## src/rtl/i2cm_pkg.sv

```systemverilog
// Shared types, codes and field layout for the I2C register-access master.
// No dependencies.
package i2cm_pkg;

    localparam int unsigned IN_DATA_W  = 32;
    localparam int unsigned IN_USER_W  = 2;
    localparam int unsigned OUT_DATA_W = 16;
    localparam int unsigned TICKS_W    = 16;

    localparam logic [1:0] OP_TICK  = 2'd0;
    localparam logic [1:0] OP_WRITE = 2'd1;
    localparam logic [1:0] OP_READ  = 2'd2;

    localparam logic [1:0] FAULT_NONE  = 2'd0;
    localparam logic [1:0] FAULT_BUSY  = 2'd1;
    localparam logic [1:0] FAULT_ERROR = 2'd2;

    // queued item: classified command plus payload
    typedef struct packed {
        logic       is_cmd;
        logic       is_rd;
        logic [7:0] device;
        logic [7:0] reg_idx;
        logic [7:0] data;
        logic       sda;
    } t_item;

endpackage

```

## src/rtl/i2c_master_register_access_core.sv

```systemverilog
// Top level of the I2C single-byte register read/write master.
// Depends on i2cm_pkg, i2cm_front and i2cm_back.
//
// Every input transfer is one bus tick carrying an op (tick, start write, start
// read) and the sampled SDA level; it yields exactly one output transfer with
// the SCL/SDA levels to drive and the status. Throughput is one item per clock
// while the output does not stall; items pass a two-entry input queue, then the
// sequencer's output register. Output back-pressure stalls the sequencer and
// fills the queue. phase_ticks sets the number of items per bus phase; the user
// must write it only while no transaction runs (the block does not enforce it).
module i2c_master_register_access_core (
    input  logic        i_clk,
    input  logic        i_rst_n,
    input  logic        i_cfg_we,
    input  logic [15:0] i_cfg_wdata,       // phase_ticks
    input  logic        i_s_tvalid,
    output logic        o_s_tready,
    // [7:0] device_byte, [15:8] register_index, [23:16] write_byte,
    // [24] sda_level, [31:25] zero
    input  logic [31:0] i_s_tdata,
    input  logic [1:0]  i_s_tuser,         // [1:0] op
    output logic        o_m_tvalid,
    input  logic        i_m_tready,
    // [0] scl_drive, [1] sda_release, [2] busy_res, [3] done_res,
    // [11:4] read_byte, [13:12] start_fault, [14] nack_seen, [15] command_dropped
    output logic [15:0] o_m_tdata
);
    import i2cm_pkg::*;

    logic  w_item_valid;
    t_item w_item;
    logic  w_item_pop;

    i2cm_front u_front (
        .i_clk        (i_clk),
        .i_rst_n      (i_rst_n),
        .i_s_tvalid   (i_s_tvalid),
        .o_s_tready   (o_s_tready),
        .i_s_tdata    (i_s_tdata),
        .i_s_tuser    (i_s_tuser),
        .o_item_valid (w_item_valid),
        .o_item       (w_item),
        .i_item_pop   (w_item_pop)
    );

    i2cm_back u_back (
        .i_clk        (i_clk),
        .i_rst_n      (i_rst_n),
        .i_cfg_we     (i_cfg_we),
        .i_cfg_wdata  (i_cfg_wdata),
        .i_item_valid (w_item_valid),
        .i_item       (w_item),
        .o_item_pop   (w_item_pop),
        .o_m_tvalid   (o_m_tvalid),
        .i_m_tready   (i_m_tready),
        .o_m_tdata    (o_m_tdata)
    );

`ifndef SYNTHESIS
    a_done_not_busy: assert property (@(posedge i_clk) disable iff (!i_rst_n)
        o_m_tvalid |-> !(o_m_tdata[3] && o_m_tdata[2]))
        else $error("done reported while still busy");

    a_drop_only_busy: assert property (@(posedge i_clk) disable iff (!i_rst_n)
        (o_m_tvalid && o_m_tdata[15]) |-> (o_m_tdata[2] || o_m_tdata[3]))
        else $error("command dropped while sequencer idle");

    a_fault_code: assert property (@(posedge i_clk) disable iff (!i_rst_n)
        o_m_tvalid |-> (o_m_tdata[13:12] != 2'd3))
        else $error("invalid start fault code");

    a_pop_has_item: assert property (@(posedge i_clk) disable iff (!i_rst_n)
        w_item_pop |-> w_item_valid)
        else $error("sequencer consumed from empty queue");
`endif

endmodule

```

## src/rtl/i2cm_front.sv

```systemverilog
// Input side: takes stream transfers, classifies the op code and queues items.
// Depends on i2cm_pkg.
module i2cm_front (
    input  logic                     i_clk,
    input  logic                     i_rst_n,
    input  logic                     i_s_tvalid,
    output logic                     o_s_tready,
    input  logic [i2cm_pkg::IN_DATA_W-1:0] i_s_tdata,
    input  logic [i2cm_pkg::IN_USER_W-1:0] i_s_tuser,
    output logic                     o_item_valid,
    output i2cm_pkg::t_item          o_item,
    input  logic                     i_item_pop
);
    import i2cm_pkg::*;

    localparam int unsigned DEPTH = 2;

    t_item      r_mem [DEPTH];
    logic       r_wr_ptr, n_wr_ptr;
    logic       r_rd_ptr, n_rd_ptr;
    logic [1:0] r_count, n_count;
    t_item      w_item;
    logic       w_push;
    logic       w_pop;

    always_comb begin
        w_item.is_cmd  = (i_s_tuser == OP_WRITE) || (i_s_tuser == OP_READ);
        w_item.is_rd   = (i_s_tuser == OP_READ);
        w_item.device  = i_s_tdata[7:0];
        w_item.reg_idx = i_s_tdata[15:8];
        w_item.data    = i_s_tdata[23:16];
        w_item.sda     = i_s_tdata[24];
    end

    assign o_s_tready   = (r_count != 2'(DEPTH));
    assign w_push       = i_s_tvalid && o_s_tready;
    assign o_item_valid = (r_count != 2'd0);
    assign w_pop        = i_item_pop && o_item_valid;
    assign o_item       = r_mem[r_rd_ptr];

    always_comb begin
        n_wr_ptr = w_push ? ~r_wr_ptr : r_wr_ptr;
        n_rd_ptr = w_pop ? ~r_rd_ptr : r_rd_ptr;
        n_count  = r_count;
        if (w_push && !w_pop) begin
            n_count = r_count + 2'd1;
        end else if (!w_push && w_pop) begin
            n_count = r_count - 2'd1;
        end
    end

    always_ff @(posedge i_clk) begin
        if (!i_rst_n) begin
            r_wr_ptr <= 1'b0;
            r_rd_ptr <= 1'b0;
            r_count  <= 2'd0;
        end else begin
            r_wr_ptr <= n_wr_ptr;
            r_rd_ptr <= n_rd_ptr;
            r_count  <= n_count;
        end
    end

    always_ff @(posedge i_clk) begin
        if (w_push) begin
            r_mem[r_wr_ptr] <= w_item;
        end
    end

endmodule

```

## src/rtl/i2cm_back.sv

```systemverilog
// Bus sequencer: runs start/byte/ack/stop phases per item and registers results.
// Depends on i2cm_pkg.
module i2cm_back (
    input  logic                      i_clk,
    input  logic                      i_rst_n,
    input  logic                      i_cfg_we,
    input  logic [i2cm_pkg::TICKS_W-1:0] i_cfg_wdata,
    input  logic                      i_item_valid,
    input  i2cm_pkg::t_item           i_item,
    output logic                      o_item_pop,
    output logic                      o_m_tvalid,
    input  logic                      i_m_tready,
    output logic [i2cm_pkg::OUT_DATA_W-1:0] o_m_tdata
);
    import i2cm_pkg::*;

    typedef enum logic [1:0] {
        KIND_START = 2'd0,
        KIND_TX    = 2'd1,
        KIND_RX    = 2'd2,
        KIND_STOP  = 2'd3
    } t_kind;

    function automatic t_kind f_kind(input logic rd, input logic [2:0] stage);
        t_kind k;
        k = KIND_STOP;
        if (rd) begin
            unique case (stage)
                3'd0, 3'd3:       k = KIND_START;
                3'd1, 3'd2, 3'd4: k = KIND_TX;
                3'd5:             k = KIND_RX;
                default:          k = KIND_STOP;
            endcase
        end else begin
            unique case (stage)
                3'd0:             k = KIND_START;
                3'd1, 3'd2, 3'd3: k = KIND_TX;
                default:          k = KIND_STOP;
            endcase
        end
        return k;
    endfunction

    // lines = {scl, sda}
    function automatic logic [1:0] f_enter(input t_kind k, input logic [1:0] m,
                                           input logic [3:0] bc, input logic msb,
                                           input logic [1:0] lines);
        logic [1:0] l;
        l = lines;
        unique case (k)
            KIND_START: begin
                unique case (m)
                    2'd0: l[0] = 1'b1;
                    2'd1: l[1] = 1'b1;
                    2'd2: l[0] = 1'b0;
                    default: l[1] = 1'b0;
                endcase
            end
            KIND_TX: begin
                if (!bc[3]) begin
                    if (m == 2'd0) begin
                        l = {1'b0, msb};
                    end else if (m == 2'd1) begin
                        l[1] = 1'b1;
                    end else begin
                        l[1] = 1'b0;
                    end
                end else if (m == 2'd0) begin
                    l[0] = 1'b1;
                end else begin
                    l[1] = 1'b1;
                end
            end
            KIND_RX: begin
                if (!bc[3]) begin
                    if (m == 2'd0) begin
                        l = 2'b11;
                    end else begin
                        l[1] = 1'b0;
                    end
                end else if (m == 2'd0) begin
                    l[0] = 1'b1;
                end else if (m == 2'd1) begin
                    l[1] = 1'b1;
                end else begin
                    l[1] = 1'b0;
                end
            end
            default: begin
                if (m == 2'd0) begin
                    l[0] = 1'b0;
                end else if (m == 2'd1) begin
                    l[1] = 1'b1;
                end else begin
                    l[0] = 1'b1;
                end
            end
        endcase
        return l;
    endfunction

    logic [TICKS_W-1:0] r_phase_ticks;
    logic               r_idle, n_idle;
    logic [2:0]         r_stage, n_stage;
    logic [1:0]         r_m, n_m;
    logic [3:0]         r_bit, n_bit;
    logic [7:0]         r_shift, n_shift;
    logic [TICKS_W-1:0] r_tick, n_tick;
    logic [7:0]         r_dev, n_dev;
    logic [7:0]         r_reg, n_reg;
    logic [7:0]         r_data, n_data;
    logic               r_is_read, n_is_read;
    logic [1:0]         r_fault, n_fault;
    logic               r_nack, n_nack;
    logic               r_scl, n_scl;
    logic               r_sda, n_sda;
    logic [7:0]         r_last, n_last;
    logic               r_out_valid;
    logic [OUT_DATA_W-1:0] r_out_data;

    logic [OUT_DATA_W-1:0] w_result;
    logic                  w_pop;

    always_comb begin
        logic [1:0]         v_lines;
        logic [1:0]         v_shown;
        logic               v_done;
        logic               v_drop;
        logic               v_next;
        logic               v_adv;
        logic [1:0]         v_m;
        t_kind              v_kind;
        logic [TICKS_W-1:0] v_limit;
        logic [2:0]         v_stage1;
        logic [2:0]         v_count;

        n_idle    = r_idle;
        n_stage   = r_stage;
        n_m       = r_m;
        n_bit     = r_bit;
        n_shift   = r_shift;
        n_tick    = r_tick;
        n_dev     = r_dev;
        n_reg     = r_reg;
        n_data    = r_data;
        n_is_read = r_is_read;
        n_fault   = r_fault;
        n_nack    = r_nack;
        n_last    = r_last;
        v_lines   = {r_scl, r_sda};
        v_shown   = v_lines;
        v_done    = 1'b0;
        v_drop    = 1'b0;
        v_next    = 1'b0;
        v_adv     = 1'b0;
        v_m       = r_m;
        v_kind    = f_kind(r_is_read, r_stage);
        v_limit   = (r_phase_ticks == '0) ? TICKS_W'(1) : r_phase_ticks;
        v_stage1  = r_stage + 3'd1;
        v_count   = r_is_read ? 3'd7 : 3'd5;

        if (r_idle) begin
            if (i_item.is_cmd) begin
                n_is_read = i_item.is_rd;
                n_dev     = i_item.device;
                n_reg     = i_item.reg_idx;
                n_data    = i_item.data;
                n_fault   = FAULT_NONE;
                n_nack    = 1'b0;
                n_tick    = '0;
                n_bit     = 4'd0;
                n_idle    = 1'b0;
                n_stage   = 3'd0;
                n_m       = 2'd0;
                v_lines   = f_enter(KIND_START, 2'd0, 4'd0, r_shift[7], v_lines);
            end
            v_shown = v_lines;
        end else begin
            v_drop = i_item.is_cmd;
            if ({1'b0, r_tick} + (TICKS_W+1)'(1) >= {1'b0, v_limit}) begin
                n_tick = '0;
                unique case (v_kind)
                    KIND_START: begin
                        if (r_m == 2'd1 && !i_item.sda) begin
                            n_fault = FAULT_BUSY;
                            v_next  = 1'b1;
                        end else if (r_m == 2'd3) begin
                            if (i_item.sda) begin
                                n_fault = FAULT_ERROR;
                            end
                            v_next = 1'b1;
                        end else begin
                            v_adv = 1'b1;
                            v_m   = r_m + 2'd1;
                        end
                    end
                    KIND_TX: begin
                        if (!r_bit[3]) begin
                            v_adv = 1'b1;
                            if (r_m < 2'd2) begin
                                v_m = r_m + 2'd1;
                            end else begin
                                n_bit   = r_bit + 4'd1;
                                n_shift = {r_shift[6:0], 1'b0};
                                v_m     = 2'd0;
                            end
                        end else if (r_m == 2'd0) begin
                            v_adv = 1'b1;
                            v_m   = 2'd1;
                        end else begin
                            if (i_item.sda) begin
                                n_nack = 1'b1;
                            end
                            v_lines[1] = 1'b0;
                            v_next     = 1'b1;
                        end
                    end
                    KIND_RX: begin
                        if (!r_bit[3]) begin
                            v_adv = 1'b1;
                            if (r_m == 2'd0) begin
                                n_shift = {r_shift[6:0], i_item.sda};
                                v_m     = 2'd1;
                            end else begin
                                n_bit = r_bit + 4'd1;
                                if (r_bit == 4'd7) begin
                                    n_last = r_shift;
                                end
                                v_m = 2'd0;
                            end
                        end else if (r_m < 2'd2) begin
                            v_adv = 1'b1;
                            v_m   = r_m + 2'd1;
                        end else begin
                            v_next = 1'b1;
                        end
                    end
                    default: begin
                        if (r_m < 2'd2) begin
                            v_adv = 1'b1;
                            v_m   = r_m + 2'd1;
                        end else begin
                            v_next = 1'b1;
                        end
                    end
                endcase

                if (v_next) begin
                    n_bit = 4'd0;
                    n_m   = 2'd0;
                    if (v_stage1 >= v_count) begin
                        n_idle = 1'b1;
                        v_done = 1'b1;
                    end else begin
                        n_stage = v_stage1;
                        unique case (v_stage1)
                            3'd1:    n_shift = r_dev;
                            3'd2:    n_shift = r_reg;
                            3'd3:    n_shift = r_data;
                            3'd4:    n_shift = r_dev + 8'd1;
                            default: n_shift = r_shift;
                        endcase
                        v_lines = f_enter(f_kind(r_is_read, v_stage1), 2'd0, 4'd0,
                                          n_shift[7], v_lines);
                    end
                end else if (v_adv) begin
                    n_m     = v_m;
                    v_lines = f_enter(v_kind, v_m, n_bit, n_shift[7], v_lines);
                end
            end else begin
                n_tick = r_tick + TICKS_W'(1);
            end
        end

        n_scl = v_lines[1];
        n_sda = v_lines[0];

        w_result = {v_drop, n_nack, n_fault, n_last, v_done, !n_idle,
                    v_shown[0], v_shown[1]};
    end

    assign w_pop      = i_item_valid && (!r_out_valid || i_m_tready);
    assign o_item_pop = w_pop;
    assign o_m_tvalid = r_out_valid;
    assign o_m_tdata  = r_out_data;

    always_ff @(posedge i_clk) begin
        if (!i_rst_n) begin
            r_phase_ticks <= TICKS_W'(1);
            r_idle        <= 1'b1;
            r_stage       <= 3'd0;
            r_m           <= 2'd0;
            r_bit         <= 4'd0;
            r_shift       <= 8'd0;
            r_tick        <= '0;
            r_dev         <= 8'd0;
            r_reg         <= 8'd0;
            r_data        <= 8'd0;
            r_is_read     <= 1'b0;
            r_fault       <= FAULT_NONE;
            r_nack        <= 1'b0;
            r_scl         <= 1'b1;
            r_sda         <= 1'b1;
            r_last        <= 8'd0;
            r_out_valid   <= 1'b0;
        end else begin
            if (i_cfg_we) begin
                r_phase_ticks <= i_cfg_wdata;
            end
            if (w_pop) begin
                r_idle      <= n_idle;
                r_stage     <= n_stage;
                r_m         <= n_m;
                r_bit       <= n_bit;
                r_shift     <= n_shift;
                r_tick      <= n_tick;
                r_dev       <= n_dev;
                r_reg       <= n_reg;
                r_data      <= n_data;
                r_is_read   <= n_is_read;
                r_fault     <= n_fault;
                r_nack      <= n_nack;
                r_scl       <= n_scl;
                r_sda       <= n_sda;
                r_last      <= n_last;
                r_out_valid <= 1'b1;
            end else if (i_m_tready) begin
                r_out_valid <= 1'b0;
            end
        end
    end

    always_ff @(posedge i_clk) begin
        if (w_pop) begin
            r_out_data <= w_result;
        end
    end

endmodule

```

## config.mk

```make
export PLATFORM = sky130hd
export DESIGN_NAME = i2c_master_register_access_core
export DESIGN_NICKNAME = d
export VERILOG_FILES = /design/src/rtl/i2cm_pkg.sv /design/src/rtl/i2c_master_register_access_core.sv /design/src/rtl/i2cm_front.sv /design/src/rtl/i2cm_back.sv
export SDC_FILE = /design/constraint.sdc
export NUM_CORES = 1
export LEC_CHECK = 0
export BUFFER_PORTS_ARGS = -buffer_cell sky130_fd_sc_hd__buf_2
export CAP_MARGIN = 10
export CELL_PAD_IN_SITES_DETAIL_PLACEMENT = 1
export CELL_PAD_IN_SITES_GLOBAL_PLACEMENT = 2
export CORE_ASPECT_RATIO = 0.6
export CORE_MARGIN = 3
export CORE_UTILIZATION = 25
export DETAILED_ROUTE_END_ITERATION = 8
export PLACE_DENSITY_LB_ADDON = 0.05
export SLEW_MARGIN = 40
export SYNTH_ARGS = -nofsm -noshare
export SYNTH_HDL_FRONTEND = slang
export SYNTH_SLANG_ARGS = --single-unit
```

## constraint.sdc

```tcl
create_clock -name i_clk -period 10 [get_ports i_clk]
set_input_delay 0.5 -clock i_clk [delete_from_list [all_inputs] [get_ports i_clk]]
set_output_delay 0.5 -clock i_clk [all_outputs]
set_load 0.02 [all_outputs]
```

Word-level counts from Yosys, hierarchy flattened
Memories as Yosys holds them, arrays and structs flattened. A register that Yosys moved wholly into a read port is not among the register bits. Cells that the tools add are included.

Register bits after elaboration: 109. Bits in writable memories: 54. Bits of input ports: 55. Output and inout port bits: 18. Word-level logic and storage cells: 251. Memories: 1.

Memory list: u_front.r_mem (words 2, bits a word 27, read ports 1, clocked after memory_dff 1, wr ports 1, line i2cm_front.sv:18) `t_item r_mem [DEPTH];`.

$add $sub $neg: 8. Order comparisons: 3. Equal/unequal tests: 33. Mux-type cells: 134. Bitwise operators: 3. Reductions and logical operators: 45.

Operators by type and width (number): $mux 8 (12); $mux 2 (37); $mux 16 (4); $mux 1 (51); $mux 4 (10); $pmux 8 s4 (1); $pmux 2 s3 (4); $add 16x1->17 const B (1); $ge 17x16->1 (1); $add 16x1->16 const B (1); $logic_not 16->1 (1); $ne 4x3->1 const B (4); $pmux 8 s2 (1); $mux 3 (5); $eq 3x2->1 const B (4); $eq 3x3->1 const B (4); $reduce_or 3->1 (4); $eq 2x1->1 const B (5); $eq 2x2->1 const B (5); $reduce_bool 2->1 (5); $reduce_and 3->1 (3); $add 8x1->8 const B (1); $logic_not 2->1 (4); $pmux 1 s2 (4); 31 further kinds (54).

Logic depth before layout (Yosys ltp)
Gate-level depths: netlist of run 1.

Depth after elaboration: 18. Gate-level depth with buffers: 17. Gate-level depth less buffers: 15.

Cells and area by module
A second synthesis of run 1 with hierarchy kept.

Cell total of the unflattened synthesis: 854. Area, all modules: 8415.6 µm².

Modules (own cells, without submodules): i2cm_back (instances 1, cells an instance 743, area each 6207.2 µm², seq. area each 2262.2 µm²); i2cm_front (instances 1, cells an instance 111, area each 2208.4 µm², seq. area each 1721.7 µm²).

Worst setup path after synthesis of run 1
No wires, ideal clock.

Path type: register to register. Start: register u_back.r_stage[0]. End: register u_back.r_sda. Setup time: 0.134 ns. Data arrival time: 3.658 ns. Data required time: 9.866 ns. Setup slack: 6.207 ns. Stages on the path, launching flop included: 18. Path buffers: 3. Clock period less this slack: 3.793 ns. Cells stage by stage: dfxtp_1 clkbuf_1 inv_1 ha_1 clkbuf_1 nor3_1 nor2_1 a211oi_1 inv_1 ha_1 clkbuf_1 nor2b_1 a31oi_1 a41oi_1 o21bai_1 a211o_1 a2111oi_0 a2bb2oi_1.

Longest elaborated chain between the ends: 16. Elaborated cells on any way between the ends: 73. Classes of those cells: 1 x add/sub; 1 x order compare; 20 x eq/ne; 37 x mux; 14 x reduce/logical.

RTL lines: from (decl) (line i2cm_back.sv:104) `logic [2:0] r_stage, n_stage;`; from (signal assigned) (line i2cm_back.sv:312) `r_stage <= n_stage;`; $add 3x1->3, or another cell as far along (line i2cm_back.sv:159) `v_stage1 = r_stage + 3'd1;`; $eq 3x3->1, or another cell as far along (line i2cm_back.sv:28, i2cm_back.sv:256); $reduce_or 3->1, or another cell as far along (line i2cm_back.sv:28) `unique case (stage)`; $pmux 2 s3, or another cell as far along (line i2cm_back.sv:28); $mux 2, or another cell as far along (line i2cm_back.sv:27) `if (rd) begin`; $mux 2 or $pmux 2 s3 (tied branches) (line i2cm_back.sv:251, i2cm_back.sv:182); $mux 2 (on tied branches) (line i2cm_back.sv:248, i2cm_back.sv:180); $mux 2 (on tied branches) (line i2cm_back.sv:180, i2cm_back.sv:162); $mux 2 or $logic_not 2->1 (tied branches); $eq 2x2->1, or another cell as far along (line i2cm_back.sv:50) `unique case (k)`; $reduce_or 2->1 (no line), or another cell as far along; $pmux 1 s2 or $pmux 2 s3 (tied branches) (line i2cm_back.sv:50); $mux 2 (on tied branches) (line i2cm_back.sv:251, i2cm_back.sv:266); $mux 2 (line i2cm_back.sv:248) `if (v_next) begin`; $mux 2 (line i2cm_back.sv:180) `if ({1'b0, r_tick} + (TICKS_W+1)'(1) >= {1'b0, v_limit}) begin`; $mux 2 (line i2cm_back.sv:162) `if (r_idle) begin`; to (signal assigned) (line i2cm_back.sv:324) `r_sda <= n_sda;`; to (decl) (line i2cm_back.sv:116) `logic r_sda, n_sda;`.

Several ways; a longest one is shown, not always the timed one. The select of a mux whose other input is x is not followed. A chain may end at the register's enable or synchronous reset.

Worst setup path in the final report of run 1
Start: register u_back.r_stage[2]. End: register u_back.r_stage[0].

Longest elaborated chain between the ends: 10. Elaborated cells on any way between the ends: 23. Classes of those cells: 1 x add/sub; 1 x order compare; 8 x eq/ne; 6 x mux; 7 x reduce/logical.

RTL lines: $eq 3x3->1, or another cell as far along (line i2cm_back.sv:28); $reduce_or 3->1, or another cell as far along (line i2cm_back.sv:28); $pmux 2 s3 or $pmux 2 s2 (tied branches) (line i2cm_back.sv:28, i2cm_back.sv:35); $mux 2 (line i2cm_back.sv:27); $eq 2x2->1, or another cell as far along (line i2cm_back.sv:182) `unique case (v_kind)`; $pmux 1 s3 (line i2cm_back.sv:182); $mux 1 (line i2cm_back.sv:180); $mux 1 (line i2cm_back.sv:162); $reduce_bool 2->1 (no line); $reduce_and 5->1 (no line) (*).

Mark *: on every way between the ends. The rest lies on a longest branch, timed or not. The select of a mux whose other input is x is not followed.

==> results of run 1 <==
## logic make-up after synthesis
| group | Yosys count | share of synthesized area |
|---|---|---|
| and+or+nand+nor | 285 | 0.1647 |
| AOI/OAI and AO/OA | 200 | 0.1674 |
| DFF | 164 | 0.4620 |
| buffers and inverters | 98 | 0.04483 |
| muxes | 72 | 0.08488 |
| adders and majority gates | 42 | 0.06094 |
| xor gates and xnor gates | 15 | 0.01524 |
## synth_stat cells, types with 3 or more instances
master	instances	area [sq um]
edfxtp_1	70	2102
and2_1	8	50.05
o21a_1	3	22.52
clkbuf_1	46	172.7
a211oi_1	30	225.2
o221ai_1	3	26.28
a22o_1	5	43.79
o211ai_1	9	67.56
nor4_1	12	75.07
a222oi_1	4	40.04
o22ai_1	5	31.28
dfxtp_1	94	1882
a22oi_1	7	52.55
nand3_1	21	105.1
mux2_2	9	101.4
o21ai_0	22	110.1
a32oi_1	14	122.6
nor2b_1	14	87.58
nand4_1	13	81.33
xor2_1	3	26.28
buf_2	3	15.01
mux2i_1	63	630.6
a31oi_1	10	62.56
nor3_1	12	60.06
a21o_1	8	60.06
nand3b_1	4	30.03
and4_1	3	26.28
or2_2	7	43.79
o31ai_1	5	37.54
ha_1	42	525.5
inv_1	45	168.9
or3_1	4	25.02
xnor2_1	12	105.1
a21oi_1	36	180.2
nor2_1	88	330.3
nand2b_1	13	81.33
o32a_1	3	30.03
and3_1	8	50.05
a211o_1	5	43.79
nand2_1	66	247.7
## per-stage QoR
step                      utilization  worst slack [ps]
after floorplan                     -              6207
after global placement         0.2823              5180
after detailed placement       0.2829              5022
after CTS                      0.3007              5002
after global routing           0.3010              4737
final                          0.3010              5227
## layer usage
layer / GRT usage / part of all wire / up-vias
li1: - / - / 3310
met3: 0.02418 / 0.042 / 16
met5: 0 / 0 / -
met2: 0.2116 / 0.41 / 127
met1: 0.2324 / 0.54 / 3476
met4: 0.04481 / 0.011 / 0
## worst max-delay path, stage by stage, from the launching register on
cell      delay, ps
dfxtp_1         690
inv_1           300
ha_1            270
inv_1            60
a21oi_1          70
nor4_1          280
a21o_1          240
ha_1            490
inv_1           230
o221ai_1        340
nand3_1         560
a211oi_1        780
nand4_1         210
o211ai_1        150
## worst max path at each step
stage                                                 to  slack, ps
after global placement         u_back.r_sda$_SDFFE_PN1P_       5180
after detailed placement       u_back.r_sda$_SDFFE_PN1P_       5020
after global routing      u_back.r_stage[0]$_SDFFE_PN0P_       4740
after CTS                      u_back.r_sda$_SDFFE_PN1P_       5000
after floorplan                u_back.r_sda$_SDFFE_PN1P_       6210
final                     u_back.r_stage[0]$_SDFFE_PN0P_       5230
## area by class of cell
cell class / count / area share
inverters: 46 / 0.01729
clock buffers: 19 / 0.04435
well taps: 450 / 0.05638
multi-input cells: 614 / 0.4283
clock inverters: 13 / 0.01466
flip-flops and latches: 164 / 0.3989
repair buffers: 74 / 0.04009
## power groups by stage
stage                     combinational [W]  clock, W  sequential, W
after floorplan                    0.000341         0       0.000923
after global placement             0.000516         0       0.000937
after detailed placement           0.000535         0       0.000941
after CTS                          0.000536  0.000709       0.000928
after global routing               0.000586  0.000734       0.000944
final                              0.000527  0.000681       0.000928
==> impl_metrics.env, run 1 <==
export IMPL_dp_cells=1348
export IMPL_synth_cell_types=75
export IMPL_postSynthAreaPerCell_sq_um=9.844
export IMPL_htree_levels=4
export IMPL_timing_setup_tns_ps=0
export IMPL_synth_edf_count=70
export IMPL_period_needed_ps=4773
export IMPL_hold_buffers=0
export IMPL_crit_type="reg -> reg"
export IMPL_wire_per_inst_um=19.58
export IMPL_drt_iter0_markers=371
export IMPL_fin_area_sq_mm=0.009987
export IMPL_hold_path_class="in -> reg"
export IMPL_final_nets=1014
export IMPL_slew_headroom=0.4167
export IMPL_power_share_clock=0.319
export IMPL_syn_cell_area_sq_mm=0.008623
export IMPL_cts_resized=0
export IMPL_avgViaCountPerCell=5.021
export IMPL_regArea_sq_mm=0.003984
export IMPL_cp_arrival_ps=5130
export IMPL_reg2reg_slack_ps=5230
export IMPL_path_clk_slew_ps=70
export IMPL_netlist_instances=876
export IMPL_max_cap_violations=0
export IMPL_largest_register_ffs=54
export IMPL_drt_wl_total_um=27020
export IMPL_rr_endpoint="u_back.r_stage[0]$_SDFFE_PN0P_"
export IMPL_tightest_slew_ps=874.9
export IMPL_p_leak_nw=3.703
export IMPL_hold_violations=0
export IMPL_ys_flop_type="dfxtp_1"
export IMPL_die_h_um=149.9
export IMPL_power_total_w=0.002137
export IMPL_swShare=0.3508
export IMPL_combinationalPowerShare=0.247
export IMPL_drt_pass1_iterations=5
export IMPL_r2r_start="u_back.r_stage[2]$_SDFFE_PN0P_"
export IMPL_worstSkewPairLatency_ps=440
export IMPL_coreArea_sq_mm=0.03318
export IMPL_cp_start_kind="flip-flop"
export IMPL_yosys_warnings=0
export IMPL_start_util=0.2599
export IMPL_dieArea_sq_mm=0.03683
export IMPL_cp_end_kind="flip-flop"
export IMPL_ant_nets=0
export IMPL_cts_tree="yes"
export IMPL_portBuffers=65
export IMPL_grt_setup_unrepaired="no"
export IMPL_hold_depth=1
export IMPL_syn_num_nets=973
export IMPL_layout_drive_gt1_share=0.1484
export IMPL_cts_root_buf="clkbuf_16"
export IMPL_slew_violations=0
export IMPL_fin_crit_sh=0.4773
export IMPL_p_per_area_mw_per_mm2=213.9
export IMPL_worstPathRequired_ps=10360
export IMPL_place_area_sq_mm=0.009388
export IMPL_areaGrowthSynthToFinish_pct=15.82
export IMPL_grt_overflow=0
export IMPL_reg2regPathDepth=13
export IMPL_grt_max_degree=50
export IMPL_synthArstFlopShare=0
export IMPL_min_from="i_s_tdata[2]"
export IMPL_num_antenna_cells=0
export IMPL_seqPwrFrac=0.434
export IMPL_row_count=51
export IMPL_layout_commonest_cell="dfxtp_1"
export IMPL_regMostFlops="u_front.r_mem"
export IMPL_cts_sinks=164
export IMPL_vias=6929
export IMPL_setup_viol=0
export IMPL_cts_made_buffers=17
export IMPL_peakVddDrop_uv=110.6
export IMPL_gp_congestion=0.8072
export IMPL_hold_slack_ps=240.6
export IMPL_die_w_um=245.8
export IMPL_multi_input_area_sq_mm=0.004278
export IMPL_whs_endpoint="u_front.r_mem[1][19]$_DFFE_PP_"
export IMPL_fillers=3737
export IMPL_final_setup_skew_ps=10.20
export IMPL_synth_seq_cells=164
export IMPL_grt_pass1_wl_um=42270
export IMPL_most_common_layout_cells="dfxtp_1 (94), nor2_1 (85), edfxtp_1 (70)"
export IMPL_antenna_found_initial=0
export IMPL_power_switching_w=0.0007495
export IMPL_fin_cells=1380
export IMPL_io_pins=73
export IMPL_maxClockFrequency_mhz=209.5
export IMPL_cts_buffer_depth=2
export IMPL_p_int_w=0.001387
export IMPL_crit_start="u_back.r_stage[2]$_SDFFE_PN0P_"
export IMPL_grt_pass1_vias=7081
export IMPL_cp_max_fo=13
export IMPL_drc=0
export IMPL_synth_seq_area_share=0.4620
export IMPL_grtUsageTotal=0.1506
export IMPL_outcome="completed"
export IMPL_detailed_place_hpwl_um=19660
export IMPL_postCtsSetupBuffers=0
No activity file was read; power rests on OpenSTA's default activity.
==> inputs of run 2 (changes only) <==
==> constraint.sdc (replaced) <==
create_clock -name i_clk -period 4.8 [get_ports i_clk]
set_input_delay 0.24 -clock i_clk [delete_from_list [all_inputs] [get_ports i_clk]]
set_output_delay 0.24 -clock i_clk [all_outputs]
set_load 0.02 [all_outputs]
==> run 2 against run 1 <==
Die area is the same. Final cell count grew 3.0%. Worst hold slack lost 210 ps. Largest cell class unchanged. Largest power group unchanged.
==> impl_metrics.env, run 2 (synthesis results as in run 1) <==
export IMPL_outcome="completed"
export IMPL_setup_viol=0
export IMPL_fin_crit_sh=0.8919
export IMPL_htree_levels=4
export IMPL_coreArea_sq_mm=0.03318
export IMPL_max_cap_violations=0
export IMPL_cts_buffer_depth=2
export IMPL_slew_violations=0
export IMPL_start_util=0.2599
export IMPL_dieArea_sq_mm=0.03683
export IMPL_worstPathRequired_ps=5110
export IMPL_die_h_um=149.9
export IMPL_most_common_layout_cells="dfxtp_1 (94), nor2_1 (86), edfxtp_1 (70)"
export IMPL_grt_pass1_wl_um=42190
export IMPL_hold_slack_ps=31.00
export IMPL_cts_sinks=164
export IMPL_period_needed_ps=4281
export IMPL_drt_pass1_iterations=5
export IMPL_peakVddDrop_uv=271.4
export IMPL_areaGrowthSynthToFinish_pct=19.69
export IMPL_layout_commonest_cell="dfxtp_1"
export IMPL_wire_per_inst_um=19.31
export IMPL_vias=7130
export IMPL_postCtsSetupBuffers=0
export IMPL_largest_register_ffs=54
export IMPL_cp_end_kind="flip-flop"
export IMPL_worstSkewPairLatency_ps=450
export IMPL_antenna_found_initial=0
export IMPL_crit_type="reg -> reg"
export IMPL_layout_drive_gt1_share=0.1565
export IMPL_cp_max_fo=15
export IMPL_grtUsageTotal=0.1511
export IMPL_drt_wl_total_um=27430
export IMPL_grt_overflow=0
export IMPL_grt_setup_unrepaired="no"
export IMPL_grt_max_degree=47
export IMPL_p_leak_nw=3.867
export IMPL_cts_tree="yes"
export IMPL_hold_path_class="in -> reg"
export IMPL_ant_nets=0
export IMPL_drt_iter0_markers=411
export IMPL_io_pins=73
export IMPL_slew_headroom=0.4390
export IMPL_final_nets=1055
export IMPL_regMostFlops="u_front.r_mem"
export IMPL_avgViaCountPerCell=5.018
export IMPL_portBuffers=65
export IMPL_maxClockFrequency_mhz=233.6
export IMPL_cts_root_buf="clkbuf_16"
export IMPL_final_setup_skew_ps=15.10
export IMPL_cp_start_kind="flip-flop"
export IMPL_row_count=51
export IMPL_cp_arrival_ps=4590
export IMPL_drc=0
export IMPL_path_clk_slew_ps=70
export IMPL_gp_congestion=0.7833
export IMPL_timing_setup_tns_ps=0
export IMPL_tightest_slew_ps=840.0
export IMPL_num_antenna_cells=0
export IMPL_hold_violations=0
export IMPL_detailed_place_hpwl_um=19970
export IMPL_p_per_area_mw_per_mm2=428.2
export IMPL_die_w_um=245.8
export IMPL_cts_made_buffers=17
export IMPL_grt_pass1_vias=7181
run 2: cell types whose count changed in the layout (fill, tap and decap cells not counted), sizes merged:
| cell | previous run | this run |
|---|---|---|
| dlygate4sd3 | 0 | 25 |
| buf | 74 | 90 |
| clkinv | 3 | 6 |
| bufinv | 2 | 0 |
| clkbuf | 19 | 17 |
| clkinvlp | 1 | 2 |
run 2: timing repair:
item,CTS,global route
hold buffers,25,0
gates resized for setup,0,0
endpoints found under the hold margin,50,0
run 2: path summary, 6_finish.rpt:
kind                                       start                              endpoint  slack [ps]  depth (start not counted)
hold / removal                    i_cfg_wdata[0]  u_back.r_phase_ticks[0]$_SDFFE_PN1P_          30                          3
setup / recovery  u_back.r_stage[0]$_SDFFE_PN0P_             u_back.r_sda$_SDFFE_PN1P_         520                         14
hold reg to reg    u_back.r_last[7]$_SDFFE_PN0P_         u_back.r_last[7]$_SDFFE_PN0P_         460                          2
setup reg to reg  u_back.r_stage[0]$_SDFFE_PN0P_             u_back.r_sda$_SDFFE_PN1P_         520                         14
run 2: worst max-delay path: stages (launching register included):
cell       delay [ps]
dfxtp_1           610
inv_1             170
ha_1              290
a21oi_1           180
nor4_1             80
a21o_1            240
inv_1             110
ha_1              590
nand2_1           260
a21o_1            300
a31oi_1           280
nand2_1            90
a211o_1           310
a2111oi_0         500
a2bb2oi_1         120
run 2: area by class of cell:
cell class / instances / area [sq um]
Clock buffer: 17 / 425.4
Clock inverter: 15 / 141.4
Fill cell: 3806 / 22860
Inverter: 46 / 173.9
Multi-Input combinational cell: 614 / 4263
Sequential cell: 164 / 3984
Tap cell: 450 / 563.0
Timing Repair Buffer: 115 / 770.7
run 2: per-stage QoR:
step	power [W]	area (sq um)	util	std cells	worst slack, ps
5_1_grt	0.004694	10320	0.3110	1421	244.3
6_report	0.004420	10320	0.3110	1421	518.7
3_3_place_gp	0.003053	9488	0.2859	1363	529.8
3_5_place_dp	0.003087	9503	0.2864	1364	518.7
4_1_cts	0.004500	10320	0.3110	1421	516.1
2_1_floorplan	0.002633	8623	-	876	1007
run 2: report_power, final:
group	switching, W	leakage [nW]	total [W]	internal (W)
clock network	0.000667	0.277	0.00135	0.000688
registers	0.000184	1.42	0.00192	0.00173
logic	0.000754	2.17	0.00115	0.000395
run 2: per-layer routing:
metal	share of wire	vias to the layer above	wire length, um	GRT usage
li1	-	3411	-	-
met1	0.55	3605	15050	0.2294
met2	0.41	101	11120	0.2159
met5	0	-	0	0
met4	0.0087	0	239	0.03420
met3	0.037	13	1021	0.03241
